[config.mk]
export PLATFORM = sky130hd
export DESIGN_NAME = graph_dfs_adjacency_engine_unit
export DESIGN_NICKNAME = d
export VERILOG_FILES = /design/src/sv/gdfs_pkg.sv /design/src/sv/graph_dfs_adjacency_engine_unit.sv /design/src/sv/gdfs_ctrl.sv /design/src/sv/gdfs_datapath.sv
export SDC_FILE = /design/constraint.sdc
export NUM_CORES = 1
export LEC_CHECK = 0
export BUFFER_PORTS_ARGS = -buffer_cell sky130_fd_sc_hd__buf_2
export CAP_MARGIN = 20
export CORE_MARGIN = 5
export CORE_UTILIZATION = 60
export DETAILED_ROUTE_END_ITERATION = 8
export PLACE_DENSITY = 0.78
export SYNTH_ARGS = -nofsm -noshare
export SYNTH_HDL_FRONTEND = slang
export SYNTH_SLANG_ARGS = --single-unit
[constraint.sdc]
create_clock -name clk -period 9.5 [get_ports clk]
set_clock_uncertainty 0.15 [all_clocks]
set_input_delay 0 -clock clk [delete_from_list [all_inputs] [get_ports clk]]
set_output_delay 0 -clock clk [all_outputs]
set_load 0.05 [all_outputs]
[src/sv/gdfs_pkg.sv]
`default_nettype none
package gdfs_pkg;

  // Default sizes handed to the top level parameters
  localparam int DEF_MAX_LISTS     = 8;
  localparam int DEF_LIST_LENGTH   = 8;
  localparam int DEF_STACK_DEPTH   = 8;
  localparam int DEF_VISITED_DEPTH = 8;

  // Pops per traversal before the walk ends
  localparam int MAX_RESULTS = 8;
  localparam int RES_CW      = $clog2(MAX_RESULTS + 1);

  localparam int LABEL_W = 8;

  // Opcodes of an input request
  localparam logic OP_APPEND = 1'b0;
  localparam logic OP_WALK   = 1'b1;

  typedef struct packed {
    logic               opcode;
    logic [LABEL_W-1:0] vertex_label;
    logic               ends_list;
  } gdfs_in_t;

  typedef struct packed {
    logic [LABEL_W-1:0] visited_label;
    logic               is_last;
    logic               graph_empty;
  } gdfs_out_t;

  // Controller to datapath commands
  typedef struct packed {
    logic append;      // store one value into the open list
    logic start;       // clear stack, visited store and counters
    logic push_root;   // push head of list 0
    logic pop;         // pop top of stack
    logic load_label;  // capture popped label, restart list search
    logic srch_next;   // advance list search
    logic srch_hit;    // latch the matching list
    logic nb_load;     // capture neighbor, restart visited search
    logic vchk_next;   // advance visited search
    logic push_nb;     // push current neighbor if room
    logic nb_next;     // advance to next neighbor
    logic emit;        // load result register with popped label
    logic emit_empty;  // load empty-graph result
  } gdfs_cmd_t;

  // Datapath to controller status
  typedef struct packed {
    logic list_empty;
    logic dir_hit;
    logic dir_has_nb;
    logic dir_last;
    logic vis_hit;
    logic vis_last;
    logic nb_more;
    logic res_full;
    logic walk_last;
    logic out_free;
  } gdfs_stat_t;

endpackage
`default_nettype wire

[src/sv/graph_dfs_adjacency_engine_unit.sv]
`default_nettype none
// Channel   Direction  Handshake          Payload
// in_       input      in_valid/in_stall  gdfs_in_t  (opcode, vertex_label, ends_list)
// out_      output     out_valid/out_stall gdfs_out_t (visited_label, is_last, graph_empty)
//
// An append request is handled as it is accepted. A walk request seeds the stack
// with the head of list 0, then per pop: pop, load the label, search the lists
// one per cycle (matched by label), then per neighbor load it and compare it with
// the visited entries one per cycle, then load the result register once it is free.
// Requests are taken only while no walk is running; a result left waiting in
// the output register does not block a new request.
// Synchronous active-low reset clears counts and state; memories need no clear.
module graph_dfs_adjacency_engine_unit #(
  parameter int MAX_LISTS     = gdfs_pkg::DEF_MAX_LISTS,
  parameter int LIST_LENGTH   = gdfs_pkg::DEF_LIST_LENGTH,
  parameter int STACK_DEPTH   = gdfs_pkg::DEF_STACK_DEPTH,
  parameter int VISITED_DEPTH = gdfs_pkg::DEF_VISITED_DEPTH
) (
  input  logic                clk,
  input  logic                rst_n,
  input  logic                in_valid,
  output logic                in_stall,
  input  gdfs_pkg::gdfs_in_t  in_request,
  output logic                out_valid,
  input  logic                out_stall,
  output gdfs_pkg::gdfs_out_t out_request
);
  import gdfs_pkg::*;

  gdfs_cmd_t  cmd;
  gdfs_stat_t stat;

  // Sequencer
  gdfs_ctrl u_ctrl (
    .clk       (clk),
    .rst_n     (rst_n),
    .in_valid  (in_valid),
    .in_opcode (in_request.opcode),
    .in_stall  (in_stall),
    .stat      (stat),
    .cmd       (cmd)
  );

  // Lists, stack, visited store and result register
  gdfs_datapath #(
    .MAX_LISTS     (MAX_LISTS),
    .LIST_LENGTH   (LIST_LENGTH),
    .STACK_DEPTH   (STACK_DEPTH),
    .VISITED_DEPTH (VISITED_DEPTH)
  ) u_datapath (
    .clk         (clk),
    .rst_n       (rst_n),
    .in_request  (in_request),
    .cmd         (cmd),
    .stat        (stat),
    .out_stall   (out_stall),
    .out_valid   (out_valid),
    .out_request (out_request)
  );

endmodule
`default_nettype wire

[src/sv/gdfs_ctrl.sv]
`default_nettype none
module gdfs_ctrl (
  input  logic                clk,
  input  logic                rst_n,
  input  logic                in_valid,
  input  logic                in_opcode,
  output logic                in_stall,
  input  gdfs_pkg::gdfs_stat_t stat,
  output gdfs_pkg::gdfs_cmd_t  cmd
);
  import gdfs_pkg::*;

  typedef enum logic [8:0] {
    ST_IDLE  = 9'b000000001,
    ST_ROOT  = 9'b000000010,
    ST_POP   = 9'b000000100,
    ST_LBL   = 9'b000001000,
    ST_SRCH  = 9'b000010000,
    ST_NBRD  = 9'b000100000,
    ST_VCHK  = 9'b001000000,
    ST_FIN   = 9'b010000000,
    ST_EMPTY = 9'b100000000
  } state_t;

  state_t state_r, state_nxt;
  logic   accept;

  assign in_stall = (state_r != ST_IDLE);
  assign accept   = in_valid && (state_r == ST_IDLE);

  // Next state and command decode
  always_comb begin
    state_nxt = state_r;
    cmd       = '0;
    case (state_r)
      ST_IDLE: begin
        if (accept) begin
          if (in_opcode == OP_APPEND) begin
            cmd.append = 1'b1;
          end else if (stat.list_empty) begin
            state_nxt = ST_EMPTY;
          end else begin
            cmd.start = 1'b1;
            state_nxt = ST_ROOT;
          end
        end
      end
      ST_ROOT: begin
        cmd.push_root = 1'b1;
        state_nxt     = ST_POP;
      end
      ST_POP: begin
        cmd.pop   = 1'b1;
        state_nxt = ST_LBL;
      end
      ST_LBL: begin
        cmd.load_label = 1'b1;
        state_nxt      = stat.res_full ? ST_FIN : ST_SRCH;
      end
      ST_SRCH: begin
        if (stat.dir_hit) begin
          cmd.srch_hit = 1'b1;
          state_nxt    = stat.dir_has_nb ? ST_NBRD : ST_FIN;
        end else if (stat.dir_last) begin
          state_nxt = ST_FIN;
        end else begin
          cmd.srch_next = 1'b1;
        end
      end
      ST_NBRD: begin
        cmd.nb_load = 1'b1;
        state_nxt   = ST_VCHK;
      end
      ST_VCHK: begin
        if (stat.vis_hit || stat.vis_last) begin
          // neighbor settled: push if new, then move on
          cmd.push_nb = !stat.vis_hit;
          if (stat.nb_more) begin
            cmd.nb_next = 1'b1;
            state_nxt   = ST_NBRD;
          end else begin
            state_nxt = ST_FIN;
          end
        end else begin
          cmd.vchk_next = 1'b1;
        end
      end
      ST_FIN: begin
        if (stat.out_free) begin
          cmd.emit  = 1'b1;
          state_nxt = stat.walk_last ? ST_IDLE : ST_POP;
        end
      end
      ST_EMPTY: begin
        if (stat.out_free) begin
          cmd.emit_empty = 1'b1;
          state_nxt      = ST_IDLE;
        end
      end
      default: begin
        state_nxt = ST_IDLE;
      end
    endcase
  end

  always_ff @(posedge clk) begin
    if (!rst_n) begin
      state_r <= ST_IDLE;
    end else begin
      state_r <= state_nxt;
    end
  end

endmodule
`default_nettype wire

[src/sv/gdfs_datapath.sv]
`default_nettype none
module gdfs_datapath #(
  parameter int MAX_LISTS     = gdfs_pkg::DEF_MAX_LISTS,
  parameter int LIST_LENGTH   = gdfs_pkg::DEF_LIST_LENGTH,
  parameter int STACK_DEPTH   = gdfs_pkg::DEF_STACK_DEPTH,
  parameter int VISITED_DEPTH = gdfs_pkg::DEF_VISITED_DEPTH
) (
  input  logic                clk,
  input  logic                rst_n,
  input  gdfs_pkg::gdfs_in_t  in_request,
  input  gdfs_pkg::gdfs_cmd_t cmd,
  output gdfs_pkg::gdfs_stat_t stat,
  input  logic                out_stall,
  output logic                out_valid,
  output gdfs_pkg::gdfs_out_t out_request
);
  import gdfs_pkg::*;

  localparam int LIW = (MAX_LISTS > 1) ? $clog2(MAX_LISTS) : 1;
  localparam int LCW = $clog2(MAX_LISTS + 1);
  localparam int LPW = $clog2(LIST_LENGTH);
  localparam int LNW = $clog2(LIST_LENGTH + 1);
  localparam int SIW = $clog2(STACK_DEPTH);
  localparam int SCW = $clog2(STACK_DEPTH + 1);
  localparam int VIW = $clog2(VISITED_DEPTH);
  localparam int VCW = $clog2(VISITED_DEPTH + 1);

  localparam logic [LCW-1:0]    LC_MAX = LCW'(MAX_LISTS);
  localparam logic [LNW-1:0]    LN_MAX = LNW'(LIST_LENGTH);
  localparam logic [SCW-1:0]    SC_MAX = SCW'(STACK_DEPTH);
  localparam logic [VCW-1:0]    VC_MAX = VCW'(VISITED_DEPTH);
  localparam logic [RES_CW-1:0] RC_MAX = RES_CW'(MAX_RESULTS);

  // Storage: list values, per-list head and length, stack, visited store
  logic [LABEL_W-1:0] ent_mem  [1<<(LIW+LPW)];
  logic [LABEL_W-1:0] head_mem [1<<LIW];
  logic [LNW-1:0]     len_mem  [1<<LIW];
  logic [LABEL_W-1:0] stk_mem  [1<<SIW];
  logic [LABEL_W-1:0] vis_mem  [1<<VIW];

  logic [LABEL_W-1:0] ent_rd_r, head_rd_r, stk_rd_r, vis_rd_r;
  logic [LNW-1:0]     len_rd_r;

  logic [LCW-1:0]     list_count_r, list_count_nxt;
  logic [LNW-1:0]     cur_len_r, cur_len_nxt;
  logic [LABEL_W-1:0] cur_head_r, cur_head_nxt;
  logic [SCW-1:0]     sp_r, sp_nxt;
  logic [VCW-1:0]     vc_r, vc_nxt;
  logic [RES_CW-1:0]  res_r, res_nxt;
  logic [LCW-1:0]     j_r, j_nxt;
  logic [LIW-1:0]     jsel_r, jsel_nxt;
  logic [LNW-1:0]     nlen_r, nlen_nxt;
  logic [LNW-1:0]     p_r, p_nxt;
  logic [VCW-1:0]     k_r, k_nxt;
  logic [LABEL_W-1:0] label_r, label_nxt;
  logic [LABEL_W-1:0] nb_r, nb_nxt;
  logic               out_valid_r, out_valid_nxt;
  gdfs_out_t          out_q_r, out_q_nxt;

  logic               room;
  logic               ent_we, dir_we, push_we;
  logic [LNW-1:0]     app_len;
  logic [LABEL_W-1:0] app_head, push_label;

  // Status toward the controller
  always_comb begin
    stat.list_empty = (list_count_r == '0);
    stat.dir_hit    = (head_rd_r == label_r) && (len_rd_r != '0);
    stat.dir_has_nb = (len_rd_r > LNW'(1));
    stat.dir_last   = ((j_r + LCW'(1)) == list_count_r);
    stat.vis_hit    = (vis_rd_r == nb_r);
    stat.vis_last   = ((k_r + VCW'(1)) == vc_r);
    stat.nb_more    = ((p_r + LNW'(1)) < nlen_r);
    stat.res_full   = (res_r == RC_MAX);
    stat.walk_last  = (sp_r == '0) || (res_r == RC_MAX);
    stat.out_free   = !out_valid_r || !out_stall;
  end

  // List loading
  always_comb begin
    room     = (list_count_r < LC_MAX);
    app_len  = (cur_len_r < LN_MAX) ? cur_len_r + LNW'(1) : cur_len_r;
    app_head = (cur_len_r == '0) ? in_request.vertex_label : cur_head_r;
    ent_we   = cmd.append && room && (cur_len_r < LN_MAX);
    dir_we   = cmd.append && room && in_request.ends_list;
  end

  // Push: root head always, new neighbor only while stack and store have room
  always_comb begin
    push_label = cmd.push_root ? head_rd_r : nb_r;
    push_we    = cmd.push_root ||
                 (cmd.push_nb && (sp_r < SC_MAX) && (vc_r < VC_MAX));
  end

  // Walk registers next value
  always_comb begin
    list_count_nxt = list_count_r;
    cur_len_nxt    = cur_len_r;
    cur_head_nxt   = cur_head_r;
    sp_nxt         = sp_r;
    vc_nxt         = vc_r;
    res_nxt        = res_r;
    j_nxt          = j_r;
    jsel_nxt       = jsel_r;
    nlen_nxt       = nlen_r;
    p_nxt          = p_r;
    k_nxt          = k_r;
    label_nxt      = label_r;
    nb_nxt         = nb_r;

    if (cmd.append && room) begin
      cur_len_nxt  = app_len;
      cur_head_nxt = app_head;
      if (in_request.ends_list) begin
        list_count_nxt = list_count_r + LCW'(1);
        cur_len_nxt    = '0;
      end
    end
    if (cmd.start) begin
      sp_nxt  = '0;
      vc_nxt  = '0;
      res_nxt = '0;
      j_nxt   = '0;
    end
    if (push_we) begin
      sp_nxt = sp_r + SCW'(1);
      vc_nxt = vc_r + VCW'(1);
    end
    if (cmd.pop) begin
      sp_nxt  = sp_r - SCW'(1);
      res_nxt = res_r + RES_CW'(1);
    end
    if (cmd.load_label) begin
      label_nxt = stk_rd_r;
      j_nxt     = '0;
    end
    if (cmd.srch_next) begin
      j_nxt = j_r + LCW'(1);
    end
    if (cmd.srch_hit) begin
      jsel_nxt = j_r[LIW-1:0];
      nlen_nxt = len_rd_r;
      p_nxt    = LNW'(1);
    end
    if (cmd.nb_load) begin
      nb_nxt = ent_rd_r;
      k_nxt  = '0;
    end
    if (cmd.vchk_next) begin
      k_nxt = k_r + VCW'(1);
    end
    if (cmd.nb_next) begin
      p_nxt = p_r + LNW'(1);
    end
  end

  // Result register
  always_comb begin
    out_q_nxt     = out_q_r;
    out_valid_nxt = out_valid_r && out_stall;
    if (cmd.emit) begin
      out_q_nxt.visited_label = label_r;
      out_q_nxt.is_last       = stat.walk_last;
      out_q_nxt.graph_empty   = 1'b0;
      out_valid_nxt           = 1'b1;
    end else if (cmd.emit_empty) begin
      out_q_nxt.visited_label = '0;
      out_q_nxt.is_last       = 1'b1;
      out_q_nxt.graph_empty   = 1'b1;
      out_valid_nxt           = 1'b1;
    end
  end

  assign out_valid   = out_valid_r;
  assign out_request = out_q_r;

  // Control and count registers
  always_ff @(posedge clk) begin
    if (!rst_n) begin
      list_count_r <= '0;
      cur_len_r    <= '0;
      sp_r         <= '0;
      vc_r         <= '0;
      res_r        <= '0;
      j_r          <= '0;
      p_r          <= '0;
      k_r          <= '0;
      nlen_r       <= '0;
      out_valid_r  <= 1'b0;
    end else begin
      list_count_r <= list_count_nxt;
      cur_len_r    <= cur_len_nxt;
      sp_r         <= sp_nxt;
      vc_r         <= vc_nxt;
      res_r        <= res_nxt;
      j_r          <= j_nxt;
      p_r          <= p_nxt;
      k_r          <= k_nxt;
      nlen_r       <= nlen_nxt;
      out_valid_r  <= out_valid_nxt;
    end
  end

  // Payload registers
  always_ff @(posedge clk) begin
    cur_head_r <= cur_head_nxt;
    jsel_r     <= jsel_nxt;
    label_r    <= label_nxt;
    nb_r       <= nb_nxt;
    out_q_r    <= out_q_nxt;
  end

  // Memories: one write and one registered read each, read at next index
  always_ff @(posedge clk) begin
    if (ent_we) begin
      ent_mem[{list_count_r[LIW-1:0], cur_len_r[LPW-1:0]}] <= in_request.vertex_label;
    end
    ent_rd_r <= ent_mem[{jsel_nxt, p_nxt[LPW-1:0]}];
  end

  always_ff @(posedge clk) begin
    if (dir_we) begin
      head_mem[list_count_r[LIW-1:0]] <= app_head;
      len_mem[list_count_r[LIW-1:0]]  <= app_len;
    end
    head_rd_r <= head_mem[j_nxt[LIW-1:0]];
    len_rd_r  <= len_mem[j_nxt[LIW-1:0]];
  end

  always_ff @(posedge clk) begin
    if (push_we) begin
      stk_mem[sp_r[SIW-1:0]] <= push_label;
    end
    stk_rd_r <= stk_mem[sp_nxt[SIW-1:0]];
  end

  always_ff @(posedge clk) begin
    if (push_we) begin
      vis_mem[vc_r[VIW-1:0]] <= push_label;
    end
    vis_rd_r <= vis_mem[k_nxt[VIW-1:0]];
  end

endmodule
`default_nettype wire

* Word level (Yosys, flattened, before mapping)
Memories as Yosys holds them, arrays and structs flattened. A register that Yosys moved wholly into a read port is not among the register bits.
Index checks and enable logic that the tools add are counted.
** Cells by class
- Bitwise gates (word level) :: 0
- Shift-type cells :: 0
- Order comparisons :: 6
- Add/subtract/negate cells :: 9
- Muxes and demuxes :: 61
- Reductions and logical operators :: 28
- Multipliers :: 0
- Equal/unequal tests :: 21
- Divide/modulo/power cells :: 0
** Operators with widths (number)
- one-hot mux 9 bit (9 select lines) :: 1
- two-way mux 9 bit :: 8
- two-way mux 4 bit :: 15
- two-way mux 8 bit :: 5
- adder 4 x 1 -> 4 bit, second input constant :: 8
- two-way mux 1 bit :: 23
- two-way mux 10 bit :: 2
- == test 8 bit :: 2
- < comparator 4 bit, second input constant :: 4
- zero test 4 bit :: 3
- nonzero test 2 bit :: 5
- == test 9 x 1 -> 1 bit, second input constant :: 1
- == test 9 x 2 -> 1 bit, second input constant :: 1
- == test 9 x 3 -> 1 bit, second input constant :: 1
- == test 9 x 4 -> 1 bit, second input constant :: 1
- == test 9 x 5 -> 1 bit, second input constant :: 1
- == test 9 x 6 -> 1 bit, second input constant :: 1
- == test 9 x 7 -> 1 bit, second input constant :: 1
- == test 9 x 8 -> 1 bit, second input constant :: 1
- == test 9 bit, second input constant :: 1
- two-way mux 3 bit :: 3
- inequality test 9 x 1 -> 1 bit, second input constant :: 1
- == test 4 bit :: 2
- logical AND 1 bit :: 8
- other kinds (14) :: 26
** Storage, ports and cells
- Memory bits (read-only) :: 0
- Latch bits :: 0
- Memory bits (writable) :: 736
- Memories kept :: 5
- Input bits :: 14
- Register bits after elaboration :: 83
- Output and inout port bits :: 12
** Memory list
- u_datapath.ent_mem :: words 64, width 8, read ports 1, clocked after Yosys merged registers in 1, write ports 1, line gdfs_datapath.sv:35 : logic [LABEL_W-1:0] ent_mem [1<<(LIW+LPW)];
- u_datapath.head_mem :: words 8, width 8, read ports 1, clocked after Yosys merged registers in 1, write ports 1, line gdfs_datapath.sv:36 : logic [LABEL_W-1:0] head_mem [1<<LIW];
- u_datapath.stk_mem :: words 8, width 8, read ports 1, clocked after Yosys merged registers in 1, write ports 1, line gdfs_datapath.sv:38 : logic [LABEL_W-1:0] stk_mem [1<<SIW];
- u_datapath.vis_mem :: words 8, width 8, read ports 1, clocked after Yosys merged registers in 1, write ports 1, line gdfs_datapath.sv:39 : logic [LABEL_W-1:0] vis_mem [1<<VIW];
- u_datapath.len_mem :: words 8, width 4, read ports 1, clocked after Yosys merged registers in 1, write ports 1, line gdfs_datapath.sv:37 : logic [LNW-1:0] len_mem [1<<LIW];

* Logic depth before layout (Yosys ltp)
- Depth after elaboration :: 10
- Gate-level depth with buffers :: 17
- Mapped depth without buffers :: 12

* Hierarchy
Synthesis repeated with hierarchy kept, for this count alone.
** Second synthesis, totals
- Cell total of the unflattened synthesis :: 2850
- Area total of the unflattened synthesis :: 36742.7 um^2
** Modules (own cells, without submodules)
- gdfs_datapath :: cells each 2759, area each 35989.5 um^2, instances 1
- gdfs_ctrl :: cells each 91, area each 753.2 um^2, instances 1

* Worst setup path after synthesis
No wires, ideal clock.
- Kind :: reg-to-reg
- From :: register u_ctrl.state_r[8]
- To :: memory u_datapath.head_mem[0][0], enable pin
- Data required time :: 8.954 ns
- Arrival time :: 3.431 ns
- Slack :: 5.523 ns
- Library setup time :: 0.396 ns
- Cell stages (with the launch flop) :: 7
- Cell sequence :: dfxtp_1 nor4_4 nand4_1 nor2_1 clkbuf_1 nand3_1 nor3_1
** Between the ends
- Word-level cells in the longest chain between the ends :: 8
** RTL lines
- from (decl) :: line gdfs_ctrl.sv:25 : state_t state_r, state_nxt;
- from (signal assigned) :: line gdfs_ctrl.sv:110 : state_r <= state_nxt;
- == test 9 x 1 -> 1 bit * :: line gdfs_ctrl.sv:29, gdfs_ctrl.sv:35
- logical AND 1 bit :: line gdfs_ctrl.sv:29 : assign accept = in_valid && (state_r == ST_IDLE);
- two-way mux 2 bit :: line gdfs_ctrl.sv:37 : if (accept) begin
- two-way mux 2 bit * :: line gdfs_ctrl.sv:35 : case (state_r)
- logical AND 1 bit * (2 in series) :: line gdfs_datapath.sv:85 : dir_we = cmd.append && room && in_request.ends_list;
- two-way mux 1 bit * :: line gdfs_datapath.sv:222 : if (dir_we) begin
- two-way mux 1 bit (not written as such) * :: line gdfs_datapath.sv:223 : head_mem[list_count_r[LIW-1:0]] <= app_head;
- to (decl) :: line gdfs_datapath.sv:36
Mark *: on every way between the ends. The rest lies on a longest branch, timed or not.

* Final worst setup path
- From :: register u_datapath.p_r[1]
- To :: register u_datapath.ent_rd_r[3] (read register of u_datapath.ent_mem)
** Between the ends
- Word-level cells in the longest chain between the ends :: 6
- Elaborated cells between the ends (all ways) :: 7
- Those cells by class :: add/sub (1); order compare (1); mux (5)
** RTL lines
- from (decl) :: line gdfs_datapath.sv:53 : logic [LNW-1:0] p_r, p_nxt;
- from (signal assigned) :: line gdfs_datapath.sv:197 : p_r <= p_nxt;
- adder 4 x 1 -> 4 bit :: line gdfs_datapath.sv:73, gdfs_datapath.sv:153
- < comparator 4 bit :: line gdfs_datapath.sv:73 : stat.nb_more = ((p_r + LNW'(1)) < nlen_r);
- two-way mux 1 bit :: line gdfs_ctrl.sv:78 : if (stat.nb_more) begin
- two-way mux 2 bit :: line gdfs_ctrl.sv:75 : if (stat.vis_hit || stat.vis_last) begin
- two-way mux 3 bit :: line gdfs_ctrl.sv:35
- two-way mux 4 bit * :: line gdfs_datapath.sv:152 : if (cmd.nb_next) begin
- to (decl) :: line gdfs_datapath.sv:41 : logic [LABEL_W-1:0] ent_rd_r, head_rd_r, stk_rd_r, vis_rd_r;
Mark *: on every way between the ends. The rest lies on a longest branch, timed or not. The select of a mux whose other input is x is not followed.
A chain may end at the register's enable or synchronous reset.

==> results by group <==
Power
  • Reg power frac: between 50 and 60%
  • Psw: 1.59 mW
  • Power density over the cells: 201 nW/um^2
  • Clk pwr share: 43.1%
  • Peak VDD IR: approximately 0.19 mV
  • Logic pwr share: 3.7%
  • Switching part of the total: slightly above 20%
  • Final Power: 7.82 mW
  • Int Pwr: about 6.2 mW
  • Pleak: roughly 13 nW

Setup path
  • Crit Path Max Fanout: ~110
  • Worst setup EP type: flip-flop
  • CP required: between 9 and 10 ns
  • Crit path arrival time: approximately 6.9 ns
  • Setup crit start kind: flip-flop
  • Slowest cell delay on critical path: about 0.85 ns
  • Buf/Inv on CP: 3
  • CP delay by family, top: simple AND/OR/NAND/NOR gates
  • Slowest cell on the critical path: buf_4
  • CP Class: reg -> reg
  • CP Cell Sequence: ha_1 -> ha_1 -> nand3_1 -> o22ai_1 -> or3_1 -> buf_16 -> o211ai_4 -> buf_4 -> nand2_8 -> buf_4 -> mux2i_1 -> a211oi_1 -> nor4_1 -> nor4_1

Floorplanning
  • Rows: a little under 90
  • Core area: 57800 sq um
  • Overall die area: 63400 sq um
  • Die H: between 200 and 300 um
  • I/O Pins: 26
  • Initial Util: just over 60%
  • Die W: about 250 um

Routing
  • Vias per cell: 6.48
  • Drt first pass iters: 6
  • Routed vias: ~21000
  • Mean routed wirelength per cell: roughly 25 um
  • Final ANT Viol Nets: 0
  • Initial drt markers: roughly 2800
  • Post-route DRC: 0
  • Total Wirelength: roughly 83000 um

Clock network
  • H-tree levels: 3
  • Clock-pin slew on the worst setup and hold paths: around 0.06 ns
  • Postcts setup bufs: 0
  • Longest Clk Path Bufs: 3
  • CTS tree: yes
  • Clk Latency, worst-skew pair: between 0.6 and 0.7 ns
  • Num CTS Buffers: 82
  • CTS Sinks: 855
  • CTS Root Cell: clkbuf_16
  • CTS resizes: 0

Timing
  • Final period util: between 60% and 70%
  • Slew HR: roughly a fifth
  • RSZ-0062 raised after global routing: no
  • Final Hold Viols: 0
  • Max-slew violation count: 0
  • WHS: between 0.1 and 0.15 ns
  • Worst slew pin tran: around 1.2 ns
  • # setup viols final: 0
  • Post-route minimum period: about 6.6 ns
  • Final setup TNS: 0 ns
  • Peak Freq: roughly 0.15 GHz

Final layout
  • Final Util: about two thirds
  • Area grow syn2layout: 11.1%
  • # diodes: 0
  • Layout cells sized above 1: 10.3%
  • Nets: 2486

Logic synthesis
  • Ys flop type: edfxtp_1
  • Mapped cell area: between 30000 and 40000 sq um
  • YS warnings: 0
  • Syn_nets: ~2500
  • Yosys reg bits: 855
  • Register area share after synthesis: 70.7%
  • Main area contributors after synthesis: edfxtp_1 66%, mux2i_1 5.3%, dfxtp_1 4.9%, a211oi_1 4.1%, nand2_1 1.9%
  • Netlist cell types: 67
  • Async SR Flop Fraction: 0%
  • EDFF count, synth: around 770
  • Synth area leader: edfxtp_1
  • Top post-synthesis cells by count: 769 x edfxtp_1, 191 x a211oi_1, 187 x mux2i_1, 180 x nand2_1, 113 x nor2_1
  • Area share of the largest cell type after synthesis: between 60 and 70%
  • Most frequent cell after synthesis: edfxtp_1
  • Avg Cell Area, Syn: 14.5 sq um
  • Cells after Synth: 2426

Status
  • Status: finished clean

Hold path
  • HP Class: in -> reg

GRT
  • Largest net degree at the start of global routing: 110
  • GRT overflow: 0
  • Antenna violations before repair: 0
  • First-pass GRT wire length: approximately 130000 um
  • Vias in the first global route: ~21000
  • Total track usage: approximately 26%

Place
  • Hpwl dp: ~50000 um
  • Gpl congestion: between 0.9 and 1
  • IO Port Bufs: 25

Job
  • Max cap viols: 0
[layer usage]
metal | vias to the layer above | track usage, % | share of wire [%]
li1 | 9489 | - | -
met1 | 10400 | 35.1 | 39
met2 | 1137 | 42.1 | 48
met3 | 215 | 4.61 | 8.8
met4 | 0 | 9.63 | 3.9
met5 | - | 0 | 0
[per-stage QoR]
| step | std cells | cell area (sq um) | worst slack, ns |
|---|---|---|---|
| 2_1_floorplan | 2426 | 35100 | 5.52 |
| 3_3_place_gp | 3115 | 36000 | 2.71 |
| 3_5_place_dp | 3120 | 36000 | 2.63 |
| 4_1_cts | 3281 | 38900 | 2.63 |
| 5_1_grt | 3283 | 39000 | 2.68 |
| 6_report | 3283 | 39000 | 2.89 |
[cell usage in the layout, fill, tap and decap left out, drive strengths merged, types with 67 or more instances in the layout]
cell,synthesis,routed
edfxtp,769,769
and3,90,90
clkbuf,95,105
buf,50,76
nand2,182,182
nand3,67,67
a211oi,192,192
nor2,114,114
dfxtp,86,86
mux2i,187,187
[repair_timing]
item                       CTS  global route
hold endpoints to repair   559             0
setup endpoints to repair    0             0
hold buffers                16             0
[power groups by stage]
stage	registers, mW	clock network [mW]	logic, mW
4_1_cts	4.16	3.39	0.282
2_1_floorplan	4.25	0	0.137
3_5_place_dp	4.24	0	0.276
5_1_grt	4.16	3.56	0.305
6_report	4.16	3.37	0.286
3_3_place_gp	4.24	0	0.266
[state kept, by name, indices dropped and copies added (netlist names), 8 cells and up]
name,count
u_datapath.ent_mem,512
u_datapath.head_mem,64
u_datapath.stk_mem,64
u_datapath.vis_mem,64
u_datapath.len_mem,32
u_datapath.out_request,10
u_ctrl.state_r,9
u_datapath.cur_head_r,8
u_datapath.ent_rd_r,8
u_datapath.head_rd_r,8
u_datapath.label_r,8
u_datapath.nb_r,8
u_datapath.stk_rd_r,8
u_datapath.vis_rd_r,8
[area by class of cell]
| type | count | area, sq um |
|---|---|---|
| fill | 3824 | 18800 |
| tap | 765 | 957 |
| multi-input combinational | 1404 | 9660 |
| inverter | 22 | 82.6 |
| sequential | 855 | 24800 |
| clock buffer | 105 | 2240 |
| timing repair buffer | 92 | 687 |
| clock inverter | 40 | 529 |
[worst min-delay path, cell delays in order]
cell	delay, ns
dlygate4sd3_1	0.52
buf_2	0.14
a21oi_1	0.07
nor2_1	0.08
nor2_1	0.05
[path summary, 6_finish.rpt]
path | from | endpoint | slack, ns | depth (start not counted)
max | u_datapath.p_r[1] | u_datapath.ent_rd_r[3] | 2.89 | 14
min | out_stall | u_datapath.out_request[0] | 0.14 | 5
max reg2reg | u_datapath.p_r[1] | u_datapath.ent_rd_r[3] | 2.89 | 14
min reg2reg | u_datapath.stk_rd_r[3] | u_datapath.label_r[3] | 0.26 | 0
[cells by family after synthesis]
group / after synthesis / share of synthesized area (%)
AOI/OAI and AO/OA: 468 / 9.43
xor gates and xnor gates: 34 / 0.934
adders and majority gates: 15 / 0.535
buffers and inverters: 167 / 1.98
DFF: 855 / 70.7
muxes: 235 / 6.88
and+or+nand+nor: 652 / 9.51
Power figures use the tool's default switching activity.
